`src/rtl/core/brb_pkg.sv`:
```
// ----------------------------------------------------------------------------
// brb_pkg
// Shared widths, item kind codes and the front-to-back command record of the
// circular byte buffer.
// ----------------------------------------------------------------------------
package brb_pkg;

   localparam int KIND_W  = 3;
   localparam int LEN_W   = 13;
   localparam int BYTE_W  = 8;
   localparam int PCT_W   = 7;

   // widest values any legal DEPTH / MAX_BURST can need
   localparam int POS_MAX_W   = 16;
   localparam int CNT_MAX_W   = 17;
   localparam int BURST_MAX_W = 7;

   localparam logic [KIND_W-1:0] KIND_OPEN  = 3'd0;
   localparam logic [KIND_W-1:0] KIND_WBYTE = 3'd1;
   localparam logic [KIND_W-1:0] KIND_READ  = 3'd2;
   localparam logic [KIND_W-1:0] KIND_PEEK  = 3'd3;
   localparam logic [KIND_W-1:0] KIND_CLEAR = 3'd4;

   localparam int PCT_SCALE  = 100;
   localparam int QDIV_STEPS = 7;
   localparam int QDIV_CNT_W = 3;

   typedef struct packed {
      logic                   is_run;  // read or peek with at least one byte
      logic [BURST_MAX_W-1:0] n;
      logic [POS_MAX_W-1:0]   start;
      logic [LEN_W-1:0]       moved;
      logic                   we;
      logic [POS_MAX_W-1:0]   waddr;
      logic [BYTE_W-1:0]      wdata;
      logic [CNT_MAX_W-1:0]   held;    // bytes held after the item
   } cmd_type;

endpackage

```
`src/rtl/core/brb_if.sv`:
```
// ----------------------------------------------------------------------------
// brb_if
// Valid/ready channels of the circular byte buffer: request and response.
// ----------------------------------------------------------------------------
interface brb_req_if;
   import brb_pkg::*;

   logic              valid;
   logic              ready;
   logic [KIND_W-1:0] kind;
   logic [LEN_W-1:0]  request_length;
   logic [BYTE_W-1:0] data_byte;

   modport source (output valid, kind, request_length, data_byte, input ready);
   modport sink   (input valid, kind, request_length, data_byte, output ready);
endinterface


```
`src/rtl/core/brb_front.sv`:
```
// ----------------------------------------------------------------------------
// brb_front
// Accepts request items, owns pointers and fill counters, decides each item
// (block accepted or refused, byte stored or dropped, run length) and hands
// a command to the queue.
// ----------------------------------------------------------------------------
module brb_front #(
   parameter int DEPTH     = 4096,
   parameter int MAX_BURST = 64
) (
   input  logic                         clock,
   input  logic                         reset,
   input  logic                         csr_wr_en,
   input  logic [brb_pkg::LEN_W-1:0]    csr_wr_data,
   brb_req_if.sink                      req,
   output logic                         push_valid,
   input  logic                         push_ready,
   output brb_pkg::cmd_type             push_cmd,
   output logic [$clog2(DEPTH+1)-1:0]   capacity
);
   import brb_pkg::*;

   localparam int ADDR_W  = $clog2(DEPTH);
   localparam int CNT_W   = $clog2(DEPTH+1);
   localparam int CMP_W   = (CNT_W > LEN_W) ? CNT_W : LEN_W;
   localparam int BURST_W = $clog2(MAX_BURST+1);

   logic [CNT_W-1:0]  cap_ff, cap_in;
   logic [ADDR_W-1:0] rd_ff, rd_in;
   logic [ADDR_W-1:0] wr_ff, wr_in;
   logic [CNT_W-1:0]  held_ff, held_in;
   logic [CNT_W-1:0]  pend_ff, pend_in;

   logic              accept;
   logic [CMP_W-1:0]  len_c, held_c, free_c, min_c;
   logic              open_ok, wb_ok;
   logic [BURST_W-1:0] n_c;
   logic [CNT_W-1:0]  wr_inc;
   logic [ADDR_W-1:0] wr_next;
   logic [CNT_W:0]    rd_sum;
   logic [ADDR_W-1:0] rd_adv;
   logic [CNT_W-1:0]  cap_sat;
   cmd_type           cmd;

   assign req.ready  = push_ready;
   assign accept     = req.valid && push_ready;
   assign push_valid = accept;
   assign push_cmd   = cmd;
   assign capacity   = cap_ff;

   always_comb begin
      len_c   = CMP_W'(req.request_length);
      held_c  = CMP_W'(held_ff);
      free_c  = CMP_W'(cap_ff - held_ff);
      open_ok = (free_c >= len_c);
      wb_ok   = (pend_ff != '0) && (held_ff < cap_ff);

      min_c = (len_c < held_c) ? len_c : held_c;
      n_c   = (min_c > CMP_W'(MAX_BURST)) ? BURST_W'(MAX_BURST) : BURST_W'(min_c);

      wr_inc  = CNT_W'(wr_ff) + CNT_W'(1);
      wr_next = (wr_inc >= cap_ff) ? '0 : ADDR_W'(wr_inc);

      // n never exceeds held, so one subtract brings the sum back in range
      rd_sum = (CNT_W+1)'(rd_ff) + (CNT_W+1)'(n_c);
      rd_adv = (rd_sum >= (CNT_W+1)'(cap_ff)) ?
               ADDR_W'(rd_sum - (CNT_W+1)'(cap_ff)) : ADDR_W'(rd_sum);

      cap_sat = (CMP_W'(csr_wr_data) > CMP_W'(DEPTH)) ? CNT_W'(DEPTH)
                                                      : CNT_W'(csr_wr_data);
   end

   always_comb begin
      cap_in  = cap_ff;
      rd_in   = rd_ff;
      wr_in   = wr_ff;
      held_in = held_ff;
      pend_in = pend_ff;
      cmd     = '0;

      case (req.kind)
         KIND_OPEN: begin
            if (open_ok) begin
               pend_in   = CNT_W'(req.request_length);
               cmd.moved = req.request_length;
            end else begin
               pend_in = '0;
            end
         end
         KIND_WBYTE: begin
            if (wb_ok) begin
               cmd.we    = 1'b1;
               cmd.waddr = POS_MAX_W'(wr_ff);
               cmd.wdata = req.data_byte;
               cmd.moved = LEN_W'(1);
               wr_in     = wr_next;
               held_in   = held_ff + CNT_W'(1);
               pend_in   = pend_ff - CNT_W'(1);
            end
         end
         KIND_READ, KIND_PEEK: begin
            if (n_c != '0) begin
               cmd.is_run = 1'b1;
               cmd.n      = BURST_MAX_W'(n_c);
               cmd.start  = POS_MAX_W'(rd_ff);
               if (req.kind == KIND_READ) begin
                  rd_in   = rd_adv;
                  held_in = held_ff - CNT_W'(n_c);
               end
            end
         end
         KIND_CLEAR: begin
            rd_in   = '0;
            wr_in   = '0;
            held_in = '0;
            pend_in = '0;
         end
         default: begin
         end
      endcase

      cmd.held = CNT_MAX_W'(held_in);

      if (csr_wr_en) begin
         cap_in  = cap_sat;
         rd_in   = '0;
         wr_in   = '0;
         held_in = '0;
         pend_in = '0;
      end else if (!accept) begin
         rd_in   = rd_ff;
         wr_in   = wr_ff;
         held_in = held_ff;
         pend_in = pend_ff;
      end
   end

   always_ff @(posedge clock) begin
      if (reset) begin
         cap_ff  <= '0;
         rd_ff   <= '0;
         wr_ff   <= '0;
         held_ff <= '0;
         pend_ff <= '0;
      end else begin
         cap_ff  <= cap_in;
         rd_ff   <= rd_in;
         wr_ff   <= wr_in;
         held_ff <= held_in;
         pend_ff <= pend_in;
      end
   end

endmodule

```
`src/flat_wrapper.sv`:
```
// flat-port wrapper written by rule: the top's interface ports become plain ports
module brb_front_flat import brb_pkg::*;
#(
   parameter int DEPTH     = 4096,
   parameter int MAX_BURST = 64
)
  (clock, reset, csr_wr_en, csr_wr_data, push_valid, push_ready, push_cmd, capacity, req_valid, req_kind, req_request_length, req_data_byte, req_ready);
  brb_req_if req_i ();
  input  logic clock;
  input  logic reset;
  input  logic csr_wr_en;
  input  logic [brb_pkg::LEN_W-1:0] csr_wr_data;
  output logic push_valid;
  input  logic push_ready;
  output brb_pkg::cmd_type push_cmd;
  output logic [$clog2(DEPTH+1)-1:0] capacity;
  input wire logic [$bits(req_i.valid)-1:0] req_valid;
  input wire logic [$bits(req_i.kind)-1:0] req_kind;
  input wire logic [$bits(req_i.request_length)-1:0] req_request_length;
  input wire logic [$bits(req_i.data_byte)-1:0] req_data_byte;
  output wire logic [$bits(req_i.ready)-1:0] req_ready;
  assign req_i.valid = req_valid;
  assign req_i.kind = req_kind;
  assign req_i.request_length = req_request_length;
  assign req_i.data_byte = req_data_byte;
  assign req_ready = req_i.ready;
  brb_front #(.DEPTH(DEPTH), .MAX_BURST(MAX_BURST)) u_core (.clock(clock), .reset(reset), .csr_wr_en(csr_wr_en), .csr_wr_data(csr_wr_data), .req(req_i), .push_valid(push_valid), .push_ready(push_ready), .push_cmd(push_cmd), .capacity(capacity));
endmodule
```
`config.mk`:
```
export PLATFORM = sky130hd
export DESIGN_NAME = brb_front_flat
export DESIGN_NICKNAME = d
export VERILOG_FILES = /design/src/rtl/core/brb_pkg.sv /design/src/rtl/core/brb_if.sv /design/src/rtl/core/brb_front.sv /design/src/flat_wrapper.sv
export SDC_FILE = /design/constraint.sdc
export NUM_CORES = 1
export LEC_CHECK = 0
export ABC_CLOCK_PERIOD_IN_PS = 16600
export BUFFER_PORTS_ARGS = -buffer_cell sky130_fd_sc_hd__buf_2
export CORE_MARGIN = 2
export CORE_UTILIZATION = 62
export CTS_CLUSTER_DIAMETER = 150
export DETAILED_ROUTE_END_ITERATION = 12
export HOLD_SLACK_MARGIN = 0.12
export PLACE_DENSITY = 0.9
export SLEW_MARGIN = 30
export SYNTH_ARGS = -nofsm -noshare
export SYNTH_HDL_FRONTEND = slang
export SYNTH_SLANG_ARGS = --single-unit
```
`constraint.sdc`:
```
create_clock -name clock -period 16.6 [get_ports clock]
set_clock_uncertainty 0.2 [all_clocks]
set_input_delay 0.83 -clock clock [delete_from_list [all_inputs] [get_ports clock]]
set_output_delay 0.83 -clock clock [all_outputs]
set_load 0.05 [all_outputs]
```
== After elaboration in Yosys (flattened, before gate mapping) ==
Index checks and enable logic that the tools add are counted.

* Bits in registers: 63
* Bits of input ports: 42

* Add/subtract/negate cells: 7
* Order comparisons: 7
* Eq/ne operators: 7
* Mux-type cells: 22
* Reduce and logical (&&, ||, !) cells: 13

{| class="wikitable"
|+ Operators by type and width
! cell !! number
|-
| two-way mux 13 bit || 7
|-
| one-hot mux 13 bit (3 select lines) || 2
|-
| two-way mux 12 bit || 5
|-
| two-way mux 24 bit || 2
|-
| one-hot mux 12 bit (2 select lines) || 2
|-
| >= comparator 13 bit || 3
|-
| less-than comparator 13 bit || 2
|-
| two-way mux 26 bit || 1
|-
| one-hot mux 13 bit (2 select lines) || 1
|-
| two-way mux 25 bit || 1
|-
| adder 12 x 1 -> 13 bit, second input constant || 1
|-
| adder 12 x 7 -> 13 bit || 1
|-
| adder 13 x 1 -> 13 bit, second input constant || 1
|-
| > comparator 13 bit, second input constant || 1
|-
| > comparator 13 x 7 -> 1 bit, second input constant || 1
|-
| nonzero test 13 bit || 1
|-
| subtractor 13 x 1 -> 13 bit, second input constant || 1
|-
| subtractor 13 bit || 1
|-
| subtractor 13 x 7 -> 13 bit || 1
|-
| subtractor 12 bit || 1
|-
| two-way mux 7 bit || 1
|-
| nonzero test 7 bit || 1
|-
| equality test 3 x 2 -> 1 bit, second input constant || 2
|-
| != test 2 x 1 -> 1 bit, second input constant || 3
|-
| other kinds (9) || 13
|}

== Longest topological paths before layout ==
Gate-level depths: netlist (run 1).

* Depth in word-level cells: 10
* Gate-level depth with buffers: 28
* Gate-level depth less buffers: 25

== Least setup slack after synthesis (run 1) ==
Ideal clock, no wire load.

* Kind: input to output
* From: in req_request_length[12]
* To: out push_cmd[8] in the netlist's numbering
* Data arrival time: 5569 ps
* Required time: 15570 ps
* Setup slack: 10001 ps
* Stages on the path: 18
* Path through: ha_1 > nand4_1 > or3_1 > o32a_1 > nand2_1 > clkbuf_1 > mux2i_1 > nor2_1 > ha_1 > inv_1 > fa_1 > a21o_1 > a21oi_1 > nor2b_1 > o311a_1 > nor4_1 > a21oi_2 > o31ai_1

{| class="wikitable"
|+ RTL lines
! element !! RTL line !! text
|-
| start: declaration || flat_wrapper.sv:19 || <nowiki>input wire logic [$bits(req_i.request_length)-1:0] req_request_length;</nowiki>
|-
| end: declaration || flat_wrapper.sv:15 || <nowiki>output brb_pkg::cmd_type push_cmd;</nowiki>
|}

== Worst setup path in the final report (run 1) ==
* From: reg u_core.held_ff[4], in the netlist u_core.held_c[4]
* To: reg u_core.rd_ff[7]

* Longest elaborated chain between the ends: 10

{| class="wikitable"
|+ Ends and longest elaborated chain
! element !! RTL line !! text
|-
| start: declaration || brb_front.sv:31 || <nowiki>logic [CNT_W-1:0] held_ff, held_in;</nowiki>
|-
| start signal: assignment || brb_front.sv:149 || <nowiki>held_ff <= held_in;</nowiki>
|-
| less-than comparator 13 bit || brb_front.sv:58 || <nowiki>min_c = (len_c < held_c) ? len_c : held_c;</nowiki>
|-
| two-way mux 13 bit * || brb_front.sv:58 ||
|-
| > comparator 13 x 7 -> 1 bit || brb_front.sv:59 || <nowiki>n_c = (min_c > CMP_W'(MAX_BURST)) ? BURST_W'(MAX_BURST) : BURST_W'(min_c);</nowiki>
|-
| two-way mux 7 bit * || brb_front.sv:59 ||
|-
| adder 12 x 7 -> 13 bit || brb_front.sv:65 || <nowiki>rd_sum = (CNT_W+1)'(rd_ff) + (CNT_W+1)'(n_c);</nowiki>
|-
| subtractor 12 bit or >= comparator 13 bit (tied branches) || brb_front.sv:67, brb_front.sv:66 ||
|-
| two-way mux 12 bit || brb_front.sv:66 || <nowiki>rd_adv = (rd_sum >= (CNT_W+1)'(cap_ff)) ?</nowiki>
|-
| two-way mux 12 bit || brb_front.sv:106 || <nowiki>if (req.kind == KIND_READ) begin</nowiki>
|-
| two-way mux 12 bit || brb_front.sv:102 || <nowiki>if (n_c != '0) begin</nowiki>
|-
| one-hot mux 12 bit (2 select lines) || brb_front.sv:81 || <nowiki>case (req.kind)</nowiki>
|-
| end signal: assignment || brb_front.sv:147 || <nowiki>rd_ff <= rd_in;</nowiki>
|-
| end: declaration || brb_front.sv:29 || <nowiki>logic [ADDR_W-1:0] rd_ff, rd_in;</nowiki>
|}

Mark *: on every way between the ends. The rest lies on a longest branch, timed or not. The select of a mux whose other input is x is not followed.
A chain may end at the register's enable or synchronous reset.

==> results of run 1 <==
[cells by family (layout without fill, tap and decap cells)]
logic type,after synthesis,in the layout,share of synthesized area
adders and majority gates,86,86,0.157
xor gates and xnor gates,48,48,0.0596
other,1,12,0.000532
muxes,18,18,0.0261
buffers and inverters,117,208,0.0729
DFF,63,63,0.179
AOI/OAI and AO/OA,260,260,0.239
and+or+nand+nor,365,365,0.266
[placed cells by master, fill, tap and decap left out, drive strengths merged, types with 16 or more instances in the layout]
cell type / n
buf: 129
ha: 82
nor2: 79
a21oi: 78
nand2: 75
inv: 64
dfxtp: 63
o21ai: 62
and2: 47
nand3: 42
xnor2: 33
nor3: 21
a21o: 17
nand4: 16
[final cells by class]
type | instances | area share
Clock buffer | 10 | 0.0298
Timing Repair Buffer | 129 | 0.0822
Sequential cell | 63 | 0.157
Multi-Input combinational cell | 789 | 0.665
Tap cell | 140 | 0.0219
Clock inverter | 6 | 0.0144
Inverter | 63 | 0.0295
[per-stage QoR]
stage / power (mW) / setup slack (ns) / hold WS (ns) / instances
3_5_place_dp: 0.324 / 8.87 / 0.279 / 1183
4_1_cts: 0.555 / 9.02 / 0.289 / 1199
2_1_floorplan: 0.288 / 10.00 / 0.245 / 969
5_1_grt: 0.581 / 8.51 / 0.309 / 1200
3_3_place_gp: 0.321 / 8.74 / 0.270 / 1183
6_report: 0.559 / 8.83 / 0.288 / 1200
[state kept, by name, summed over array words and instances, names as in the netlist]
signal,flops
u_core.capacity,13
u_core.held_c,13
u_core.pend_ff,13
u_core.rd_ff,12
u_core.wr_ff,12
[power groups by stage]
| stage | combinational, mW | clock, mW | sequential [mW] |
|---|---|---|---|
| 4_1_cts | 0.168 | 0.231 | 0.156 |
| 5_1_grt | 0.187 | 0.238 | 0.156 |
| 3_3_place_gp | 0.162 | 0 | 0.159 |
| 6_report | 0.172 | 0.231 | 0.156 |
| 3_5_place_dp | 0.165 | 0 | 0.159 |
| 2_1_floorplan | 0.126 | 0 | 0.162 |
[path summary, 6_finish.rpt]
kind	startpoint	to	slack [ns]	cells after the start
min	u_core.rd_ff[6]$_SDFFE_PP0P_	u_core.rd_ff[6]$_SDFFE_PP0P_	0.29	2
max	u_core.held_c[4]$_SDFFE_PP0P_	u_core.rd_ff[7]$_SDFFE_PP0P_	8.83	25
min reg2reg	u_core.rd_ff[6]$_SDFFE_PP0P_	u_core.rd_ff[6]$_SDFFE_PP0P_	0.29	2
max reg2reg	u_core.held_c[4]$_SDFFE_PP0P_	u_core.rd_ff[7]$_SDFFE_PP0P_	8.83	25
[critical path, cell delays in order (launching register included)]
cell,delay (ns)
dfxtp_1,0.49
inv_1,0.27
ha_1,0.29
or3_1,0.41
a211oi_1,0.26
o32a_1,0.25
nand2_1,0.31
mux2i_1,0.52
nor2_1,0.15
ha_1,0.23
fa_1,0.41
a21o_1,0.18
a21o_1,0.20
a21oi_1,0.22
o21ai_0,0.23
nand2_1,0.14
xnor2_1,0.08
ha_1,0.37
nand4_1,0.17
a211oi_1,0.40
o41ai_2,0.16
o31a_1,0.12
o21ai_1,0.67
buf_4,0.30
mux2_2,0.34
a221o_1,0.28
[per-layer routing]
metal / routed length, um / GRT usage / part of all wire
met1: 8310 / 0.412 / 0.38
met2: 9810 / 0.571 / 0.45
met3: 2430 / 0.0884 / 0.11
met4: 1480 / 0.228 / 0.067
met5: 0 / 0 / 0
[Yosys cell counts, drive strengths merged, types with 16 or more instances]
master	instances
dfxtp	63
a21oi	78
nand3	42
ha	82
and2	47
clkbuf	29
inv	63
nand2	75
nand4	16
o21ai	62
a21o	17
nor2	79
buf	25
nor3	21
xnor2	33
==> results list, run 1 <==
* Global-route total usage across every layer: 0.352
- Internal cell power: 365 uW
* Top cells by area in the synthesized netlist: dfxtp_1 (18%), ha_1 (15%), a21oi_1 (5.3%)
- Average size of a mapped cell: ~7.4 um^2
- The multi-input combinational cells in the finished layout cover a total of 5330 um^2.
- STA classifies the critical path startpoint as a flip-flop.
- In this run the cell area of the synthesized design comes to a little over 7000 um^2.
* Switching power of the nets: a little under 200 uW
- The flow ran to the end, and the final reports show no timing, DRC or antenna violations.
* Part of the total power dissipated in sequential elements: 0.279
- The layout has 864 filler cells.
- Of the synthesized area, sequential elements account for 0.179.
- # resized after CTS: 0
- Worst min-delay path class: flip-flop to flip-flop
* X dimension of the die: ~110 um
- In the final design database the tool counted approximately 1,200 nets.
* Instance area after placement: 7650 um^2
- Dividing the detail-routed via count by the number of cells gives 6.50.
- In this run the deepest clock path goes through 2 buffers.
- Fin crit period: 7.77 ns
- Final count of pins violating max slew: 0
- Hold repair after CTS inserted 0 buffers.
- The number of global-route vias before repair is 7,435.
* Number of post-CTS setup repair buffers: 0
- Setup repair after global routing left no endpoint under its margin.
- Hold violation total from the final report: 0
* Count of synthesis-stage warnings from yosys: 0
- Weighted congestion at the end of routability-driven global placement: 1.01
- HPWL after detailed placement: 16,200 um
- Area taken by flip-flops and latches: 1260 um^2
- The repair_antennas step left the layout with diodes totalling 0.
- Antenna viol nets, final: 0
- The analysis attributes to cell leakage a power of 3.73 nW.
* Number of vias after detailed routing: 7,794
- Power per Cell Area: 69.8 nW/um^2
* Leading area contributor after synthesis: dfxtp_1
* Clock buffer count from CTS: 9
- After synthesis, the share of flip-flops with an asynchronous set or reset is 0.
- The most used flip-flop cell after synthesis is dfxtp_1.
- # clock sinks: 63
* Switching Share: 0.346
- Final routed wirelength across all metal layers: 22,000 um
* Rows: 38
- Count of H-tree levels built during CTS: 3
- Fraction of power consumed by the clock network: 0.413
* Share of total power in combinational logic: 0.308
- For the pin with the worst max-slew slack, the measured transition is approximately 0.94 ns.
- Vertical die dimension: 111 um
* First-pass detailed-route iteration total: 5
* Leftover overflow at the end of global routing: 0
* Starting utilization of the core area: 0.642
- Final setup violation count: 0
* Critical path arrival: 7.80 ns
* Yosys cell types: 74
- Synthesis inferred 63 register bits.
- CTS placed an instance of clkbuf_16 at the clock tree root.
* Setup tns final: 0 ns
- Final Instance Area: 8010 um^2
- In this run the standard cell core region covers 11,000 um^2.
- Clk pin slew, worst setup/hold paths: 0.06 ns
- DRC violation total after the first TritonRoute iteration: 901
- TritonCTS built the clock tree.
- Of the post-synthesis cell area, the dominant cell type holds 0.179.
- In the routed design, unresolved DRC markers number 0.
- The clock reaches the later pin of the worst-skew pair after 0.34 ns.
- Relative max-transition margin: 0.370
- Growth of design area from synthesis to finish: 13.6%
- The number of antenna violations at the first check in global routing was 0.
* Wire length of the first global-routing pass: 35,800 um
- STA classifies the critical path endpoint as a flip-flop.
- Number of enable-type register cells in the synthesized netlist: 0
- Largest driver fanout on the critical path: 15
- Pin count of the biggest net entering global routing: 39
* Gate count after technology mapping: approximately 960
- Period Utilization, post-route: 0.468
- Number of I/O port buffers: approximately 120
* Layout Utilization: 0.729
- Maximum clock frequency: roughly 130 MHz
* Wirelength per Cell: 18.3 um
- In the final layout, the share of cells above drive strength 1 is 0.159.
- Number of top-level pins: 136
- Critical path data required time: ~17 ns
- Type of the setup path with the least slack: flip-flop to flip-flop
- The die covers 12,200 um^2.
- Peak supply drop: about 0.06 mV
- Max-cap violations: 0
Power figures use the tool's default switching activity.
==> run 2: changes to the inputs <==
ABC_CLOCK_PERIOD_IN_PS = 7650   (was 16600)
CORE_UTILIZATION = 58   (was 62)
PLACE_DENSITY = 0.85   (was 0.9)
clock period = 7.65 ns   (was 16.6 ns; I/O delays follow)
==> run 2 against run 1 <==
Compared with the run above:
- sequential power increased by 120%
- sequential share of layout area is 0.18 points lower
- critical endpoint unchanged
- global-route usage shrank 1.0 points
- non-clock buffer count up 14
==> results list, run 2 (same netlist as run 1, synthesis figures left out) <==
- Outcome: finished, final reports clean (unchanged)
- The weighted congestion at the end of routability-driven global placement was 0.963 (was 1.01).
- Final routed wirelength across all metal layers: 22,200 um (was 22,000 um)
* Leftover overflow at the end of global routing: 0 (unchanged)
- Starting utilization of the core area: 0.589 (was 0.642)
- Worst Hold Depth: 3 (was 2)
- Highest-count cells in the layout ignoring fill and taps: buf_2 (123), ha_1 (82), nor2_1 (79) (was buf_2 (124), ha_1 (82), nor2_1 (79)).
- The number of antenna violations at the first check in global routing came to 0 (unchanged).
- Global-route total usage across every layer: 0.342 (was 0.352)
- The power dissipated by switching net loads came to 430 uW (was 194 uW).
- The class of the most critical setup path is flip-flop to flip-flop (unchanged).
* First-pass detailed-route iteration total: 5 (unchanged)
- N_diodes: 0 (unchanged)
- Setup repair after global routing missed its margin: no (unchanged).
* Final Instance Area: 8100 um^2 (was 8010 um^2)
- Critical path data required time: 7.70 ns (was 16.63 ns)
- Peak supply drop: 0.174 mV (was 0.0614 mV)
- The final critical-path setup slack is 0.734 ns (was 8.83 ns).
* Clock buffer count from CTS: 9 (unchanged)
- Wire length of the first global-routing pass: 35,200 um (was 35,800 um)
* Cell count of the worst reg-to-reg path: 25 (unchanged)
- DRC violation total after the first TritonRoute iteration: 687 (was 901)
- The detailed-route wire length per cell is 18.2 um (was 18.3 um).
* Most common library cell in the layout ignoring fill and taps: buf_2 (unchanged)
* Latest clock arrival within the worst-skew pair: 0.36 ns (was 0.34 ns)
- The placement row count is 40 (was 38).
* Cell at the root of the clock tree: clkbuf_16 (unchanged)
* Instance area after placement: 7660 um^2 (was 7650 um^2)
- Leak pwr: 3.76 nW (was 3.73 nW)
* Fin crit period: 6.92 ns (was 7.77 ns)
* Layout Utilization: 0.677 (was 0.729)
* CP delay by family, top: compound AO/OA/AOI/OAI gates (unchanged)
- The area added between synthesis and finish came to 14.9% (was 13.6%).
- The classification of the worst-slack hold path was primary input to flip-flop (was flip-flop to flip-flop).
- Sort of element at the start of the critical path: flip-flop (unchanged)
- The TritonCTS clock tree is yes (unchanged).
- The hold violation total from the final report is 0 (unchanged).
* Number of vias after detailed routing: 7,706 (was 7,794)
- Number of top-level pins: 136 (unchanged)
- The post-CTS setup repair buffer count is 0 (unchanged).
- The area of the placeable core came to 12,000 um^2 (was 11,000 um^2).
* Total number of nets in the final design: 1,197 (was 1,183)
* Transition time at the pin with the least slew margin: 1.04 ns (was 0.938 ns)
- Largest stage delay, worst path: 0.51 ns (was 0.67 ns)
- The sequential share of power was 0.294 (was 0.279).
- The placed wire-length estimate was 16,400 um (was 16,200 um).
* Number of I/O port buffers: 123 (unchanged)
- Hold buffer count at cts: 13 (was 0)
- The internal power component is 724 uW (was 365 uW).
- X dimension of the die: 114 um (was 111 um)
- Vertical die dimension: 114 um (was 111 um)
- Period Utilization, post-route: 0.904 (was 0.468)
- The number of cells upsized or downsized after cts came to 0 (unchanged).
- The deepest clock path buffer count is 2 (unchanged).
- Number of global-route vias before repair: 7,278 (was 7,435)
* Share of total power in combinational logic: 0.325 (was 0.308)
- Setup tns final: 0 ns (unchanged)
- The share of total power in the clock network is 0.381 (was 0.413).
* Switching Share: 0.373 (was 0.346)
- Clk pin slew, worst setup/hold paths: 0.06 ns (about the same)
- The number of pins exceeding their max-slew limit in the final report is 0 (unchanged).
* Pre-CTS setup slack: 0.909 ns (was 8.87 ns)
* DRC viols: 0 (unchanged)
- Count of H-tree levels built during CTS: 3 (unchanged)
* Power per Cell Area: 142 nW/um^2 (was 69.8 nW/um^2)
- The sort of element at the end of the critical path was a flip-flop (unchanged).
- The pin count of the biggest net entering global routing was 39 (unchanged).
* Max-cap violations: 0 (unchanged)
- # clock sinks: 63 (unchanged)
* Antenna viol nets, final: 0 (unchanged)
- The overall die area came to 13,100 um^2 (was 12,200 um^2).
- Largest driver fanout on the critical path: 15 (unchanged)
- The fraction of final layout cells sized beyond drive strength 1 is 0.157 (was 0.159).
* Relative max-transition margin: 0.292 (was 0.370)
* Vias per cell: 6.31 (was 6.50)
* Critical path arrival: 6.97 ns (was 7.80 ns)
- Library cell contributing the largest single delay on the critical path: mux2i_1 (was o21ai_1)
* Critical path buffers and inverters: 3 (was 2)
- The total stage count of the critical path came to 25 (unchanged).
* Final setup violation count: 0 (unchanged)
- The maximum operating frequency was 145 MHz (was 129 MHz).
==> run 2: cell type report <==
cell class                      instances  area [um^2]
Clock buffer                            9          225
Multi-Input combinational cell        789         5320
Tap cell                              147          184
Fill cell                            1024         3860
Timing Repair Buffer                  143          798
Clock inverter                          7         80.1
Inverter                               63          236
Sequential cell                        63         1260
==> run 2: power by group through the flow <==
stage                     clock (mW)  sequential (mW)  combinational [mW]
after floorplan                    0            0.352               0.273
after global placement             0            0.346               0.354
after detailed placement           0            0.346               0.360
after CTS                      0.441            0.338               0.367
after global routing           0.455            0.339               0.409
final                          0.439            0.339               0.375
==> run 2: through the flow <==
step | std cells | power [mW] | hold WS [ns]
global placement | 1191 | 0.700 | 0.264
global route | 1221 | 1.20 | 0.137
floorplan | 969 | 0.625 | 0.245
detailed placement | 1191 | 0.706 | 0.283
CTS | 1220 | 1.15 | 0.122
finish | 1221 | 1.15 | 0.131
==> run 2: worst paths after layout <==
path / start / endpoint / slack (ns)
worst max-delay path: u_core.held_c[4]$_SDFFE_PP0P_ / u_core.rd_ff[7]$_SDFFE_PP0P_ / 0.73
worst min-delay path: req_request_length[12] / u_core.pend_ff[12]$_SDFFE_PP0P_ / 0.13
worst max register to register: u_core.held_c[4]$_SDFFE_PP0P_ / u_core.rd_ff[7]$_SDFFE_PP0P_ / 0.73
worst min register to register: u_core.rd_ff[6]$_SDFFE_PP0P_ / u_core.rd_ff[6]$_SDFFE_PP0P_ / 0.28
==> run 2: worst register-to-register path: stages, from the launching register on <==
cell and delay (ns):
dfxtp_1 0.47, inv_1 0.20, ha_1 0.25, or3_1 0.39, a211oi_1 0.26, o32a_1 0.25, nand2_1 0.32, mux2i_1 0.52
or2_2 0.26, inv_1 0.09, fa_1 0.44, a21o_1 0.20, a21o_1 0.20, a21oi_1 0.19, o21ai_0 0.20, nand2_1 0.13
xnor2_1 0.09, ha_1 0.35, nand4_1 0.14, a211oi_1 0.36, o41ai_2 0.14, o31a_1 0.11, o21ai_1 0.13, buf_4 0.27
mux2_2 0.36, a221o_1 0.29
==> run 2: layer usage <==
metal  vias to the layer above  GRT usage  part of all wire
met4                         0      0.168             0.046
met3                        87     0.0778             0.099
met2                       444      0.585              0.47
met1                      3508      0.402              0.39
li1                       3667          -                 -
met5                         -          0                 0
==> run 3: changes to the inputs <==
--- a/config.mk
+++ b/config.mk
@@ -19 +19,2 @@
 export SYNTH_SLANG_ARGS = --single-unit
+export TNS_END_PERCENT = 50
==> constraint.sdc (replaced) <==
create_clock -name clock -period 7.65 [get_ports clock]
set_clock_uncertainty 0.2 [all_clocks]
set_input_delay 1.53 -clock clock [delete_from_list [all_inputs] [get_ports clock]]
set_output_delay 1.53 -clock clock [all_outputs]
set_load 0.05 [all_outputs]
==> run 3 against run 2 <==
Compared with the run above:
- critical path depth is 9 lower
- non-clock buffer count is 2 lower
- sequential share of layout area hardly changed
- clock power hardly changed
- flip-flop and latch count stayed put
- core utilization is 0.19 points higher
- critical path type is now primary input to primary output
==> results list, run 3 (same netlist as run 1, synthesis figures left out) <==
- # clock sinks: 63 (unchanged)
- Most common library cell in the layout ignoring fill and taps: buf_2 (unchanged)
- Fillers: 1,006 (was 1,024)
* Wire length of the first global-routing pass: 34,400 um (was 35,200 um)
- The clock latency on the worst-skew pair was 0.36 ns (about the same).
- DRC violation total after the first TritonRoute iteration: 844 (was 687)
- The number of global-route vias before repair came to 7,071 (was 7,278).
- Final routed wirelength across all metal layers: 22,100 um (was 22,200 um)
- The placement-stage cell area came to 7750 um^2 (was 7660 um^2).
* DP Cell Count: 1,202 (was 1,191)
- The number of nets in the final layout came to 1,195 (was 1,197).
- The sum of internal, switching and leakage power came to 1.15 mW (about the same).
- DRC viols: 0 (unchanged)
- Max-cap violations: 0 (unchanged)
* Starting utilization of the core area: 0.589 (unchanged)
* Period Utilization, post-route: 0.982 (was 0.904)
* Library cell contributing the largest single delay on the critical path: a2111oi_1 (was mux2i_1)
- Worst min-delay path class: flip-flop to flip-flop (was primary input to flip-flop)
* Critical path arrival: 5.78 ns (was 6.97 ns)
- Critical path data required time: 5.92 ns (was 7.70 ns)
- The detailed-route vias per instance is 6.34 (was 6.31).
* Sort of element at the start of the critical path: primary input (was flip-flop)
- The number of nets with antenna violations after detailed routing came to 0 (unchanged).
- The pin count of the biggest net entering global routing is 39 (unchanged).
- Leftover overflow at the end of global routing: 0 (unchanged)
* Transition time at the pin with the least slew margin: 1.01 ns (was 1.04 ns)
- The setup violation total in the final timing report was 0 (unchanged).
* Number of antenna violations at the first check in global routing: 0 (unchanged)
- The vertical die dimension was 114 um (unchanged).
- The area added between synthesis and finish is 15.2% (was 14.9%).
- The count of vias placed by the detailed router is 7,733 (was 7,706).
- Wirelength per Cell: 18.1 um (was 18.2 um)
- Highest-count cells in the layout ignoring fill and taps: buf_2 (120), ha_1 (82), nor2_1 (79) (was buf_2 (123), ha_1 (82), nor2_1 (79)).
* Cells along the critical path: buf_2 -> buf_4 -> or4_1 -> a2111oi_1 -> mux2i_2 -> or2_2 -> ha_1 -> nor2b_1 -> o21ai_1 -> a21boi_1 -> or4_1 -> nand4_1 -> nand3_2 -> o21a_1 -> mux2_1 -> buf_2
* Weighted congestion at the end of routability-driven global placement: 1.03 (was 0.963)
- Number of post-CTS setup repair buffers: 0 (unchanged)
- Global-route total usage across every layer: 0.335 (was 0.342)
- CTS tree: yes (unchanged)
* HPWL after detailed placement: 16,600 um (was 16,400 um)
- The die width was 114 um (unchanged).
- The maximum operating frequency is 133 MHz (was 145 MHz).
* Floorplan core area: 12,000 um^2 (unchanged)
* Clock buffer count from CTS: 9 (unchanged)
- Rows: 40 (unchanged)
- Relative max-transition margin: 0.322 (was 0.292)
- The static leakage power was 3.77 nW (was 3.76 nW).
- The hold violation total from the final report was 0 (unchanged).
- Fin crit period: 7.51 ns (was 6.92 ns)
- Outcome: finished, final reports clean (unchanged)
- Pre-CTS setup slack: -0.104 ns (was 0.909 ns)
- Type of the setup path with the least slack: primary input to primary output (was flip-flop to flip-flop)
* Setup slack after layout: 0.141 ns (was 0.734 ns)
* N_diodes: 0 (unchanged)
- The fraction of final layout cells sized beyond drive strength 1 is 0.174 (was 0.157).
* Die ar.: 13,100 um^2 (unchanged)
- Final count of pins violating max slew: 0 (unchanged)
- The critical path's largest stage delay was 0.64 ns (was 0.51 ns).
* Final Instance Area: 8130 um^2 (was 8100 um^2)
- The deepest clock path buffer count was 2 (unchanged).
* Peak supply drop: 0.147 mV (was 0.174 mV)
- The clock slew seen by the registers of the worst setup and hold paths is 0.06 ns (about the same).
- Number of I/O port buffers: 123 (unchanged)
* First-pass detailed-route iteration total: 5 (unchanged)
- The sort of element at the end of the critical path is a primary output (was flip-flop).
- The maximum level of the CTS H-tree was 3 (unchanged).
- Cell at the root of the clock tree: clkbuf_16 (unchanged)
- Non-Filler Instances: 1,219 (was 1,221)
- Power per Cell Area: 142 nW/um^2 (about the same)
- Largest driver fanout on the critical path: 7 (was 15)
- Hold buffer count at cts: 0 (was 13)
* Number of top-level pins: 136 (unchanged)
* Setup tns final: 0 ns (unchanged)
-- run 3: changes by cell type in the layout (fill, tap and decap cells not counted), sizes merged --
cell,before,now
dlygate4sd3,13,0
buf,129,138
clkbuf,10,13
inv,65,64
-- run 3: final cells by class --
| type | count | area (um^2) | area share |
|---|---|---|---|
| clock buffer | 10 | 239 | 0.0294 |
| clock inverter | 6 | 67.6 | 0.00832 |
| inverter | 63 | 236 | 0.0291 |
| multi-input combinational | 789 | 5380 | 0.662 |
| sequential | 63 | 1260 | 0.155 |
| tap | 147 | 184 | 0.0226 |
| timing repair buffer | 141 | 758 | 0.0933 |
-- run 3: path summary, 6_finish.rpt --
path | startpoint | end | slack, ns | cells after the start
hold reg to reg | u_core.wr_ff[10]$_SDFFE_PP0P_ | u_core.wr_ff[10]$_SDFFE_PP0P_ | 0.29 | 2
hold / removal | u_core.wr_ff[10]$_SDFFE_PP0P_ | u_core.wr_ff[10]$_SDFFE_PP0P_ | 0.29 | 2
setup / recovery | req_request_length[12] | push_cmd[9] | 0.14 | 16
setup reg to reg | u_core.held_c[4]$_SDFFE_PP0P_ | u_core.rd_ff[7]$_SDFFE_PP0P_ | 0.99 | 25
-- run 3: metrics by stage --
stage	util	hold slack, ns
after global routing	0.679	0.322
after floorplan	-	0.245
after global placement	0.648	0.274
after detailed placement	0.648	0.283
after CTS	0.674	0.291
final	0.679	0.287
-- run 3: power by group --
part	leakage, nW	total [mW]	switching (mW)	internal [mW]
sequential	0.509	0.339	0.00646	0.332
clock	0.145	0.436	0.174	0.262
combinational	3.11	0.378	0.240	0.138
total	3.77	1.15	0.420	0.733
-- run 3: routing by layer --
layer  GRT usage  up-vias  part of all wire
met5           0        -                 0
met4       0.180        0             0.051
met3      0.0815      101              0.10
met2       0.535      473              0.44
met1       0.416     3500              0.40
li1            -     3659                 -
-- run 3: repair_timing --
| action | CTS | global route |
|---|---|---|
| endpoints found under the setup margin | 3 | 18 |
| resized for setup | 2 | 15 |
| pin swaps | 0 | 0 |
-- run 3: worst max-delay path: cells and delay by family --
kind	cells	cell delay, ns
AO/OA/AOI/OAI	4	1.16
adder cells (fa/ha/maj)	1	0.28
buffers and inverters	3	0.46
multiplexers	2	0.55
AND/OR/NAND/NOR	6	1.79
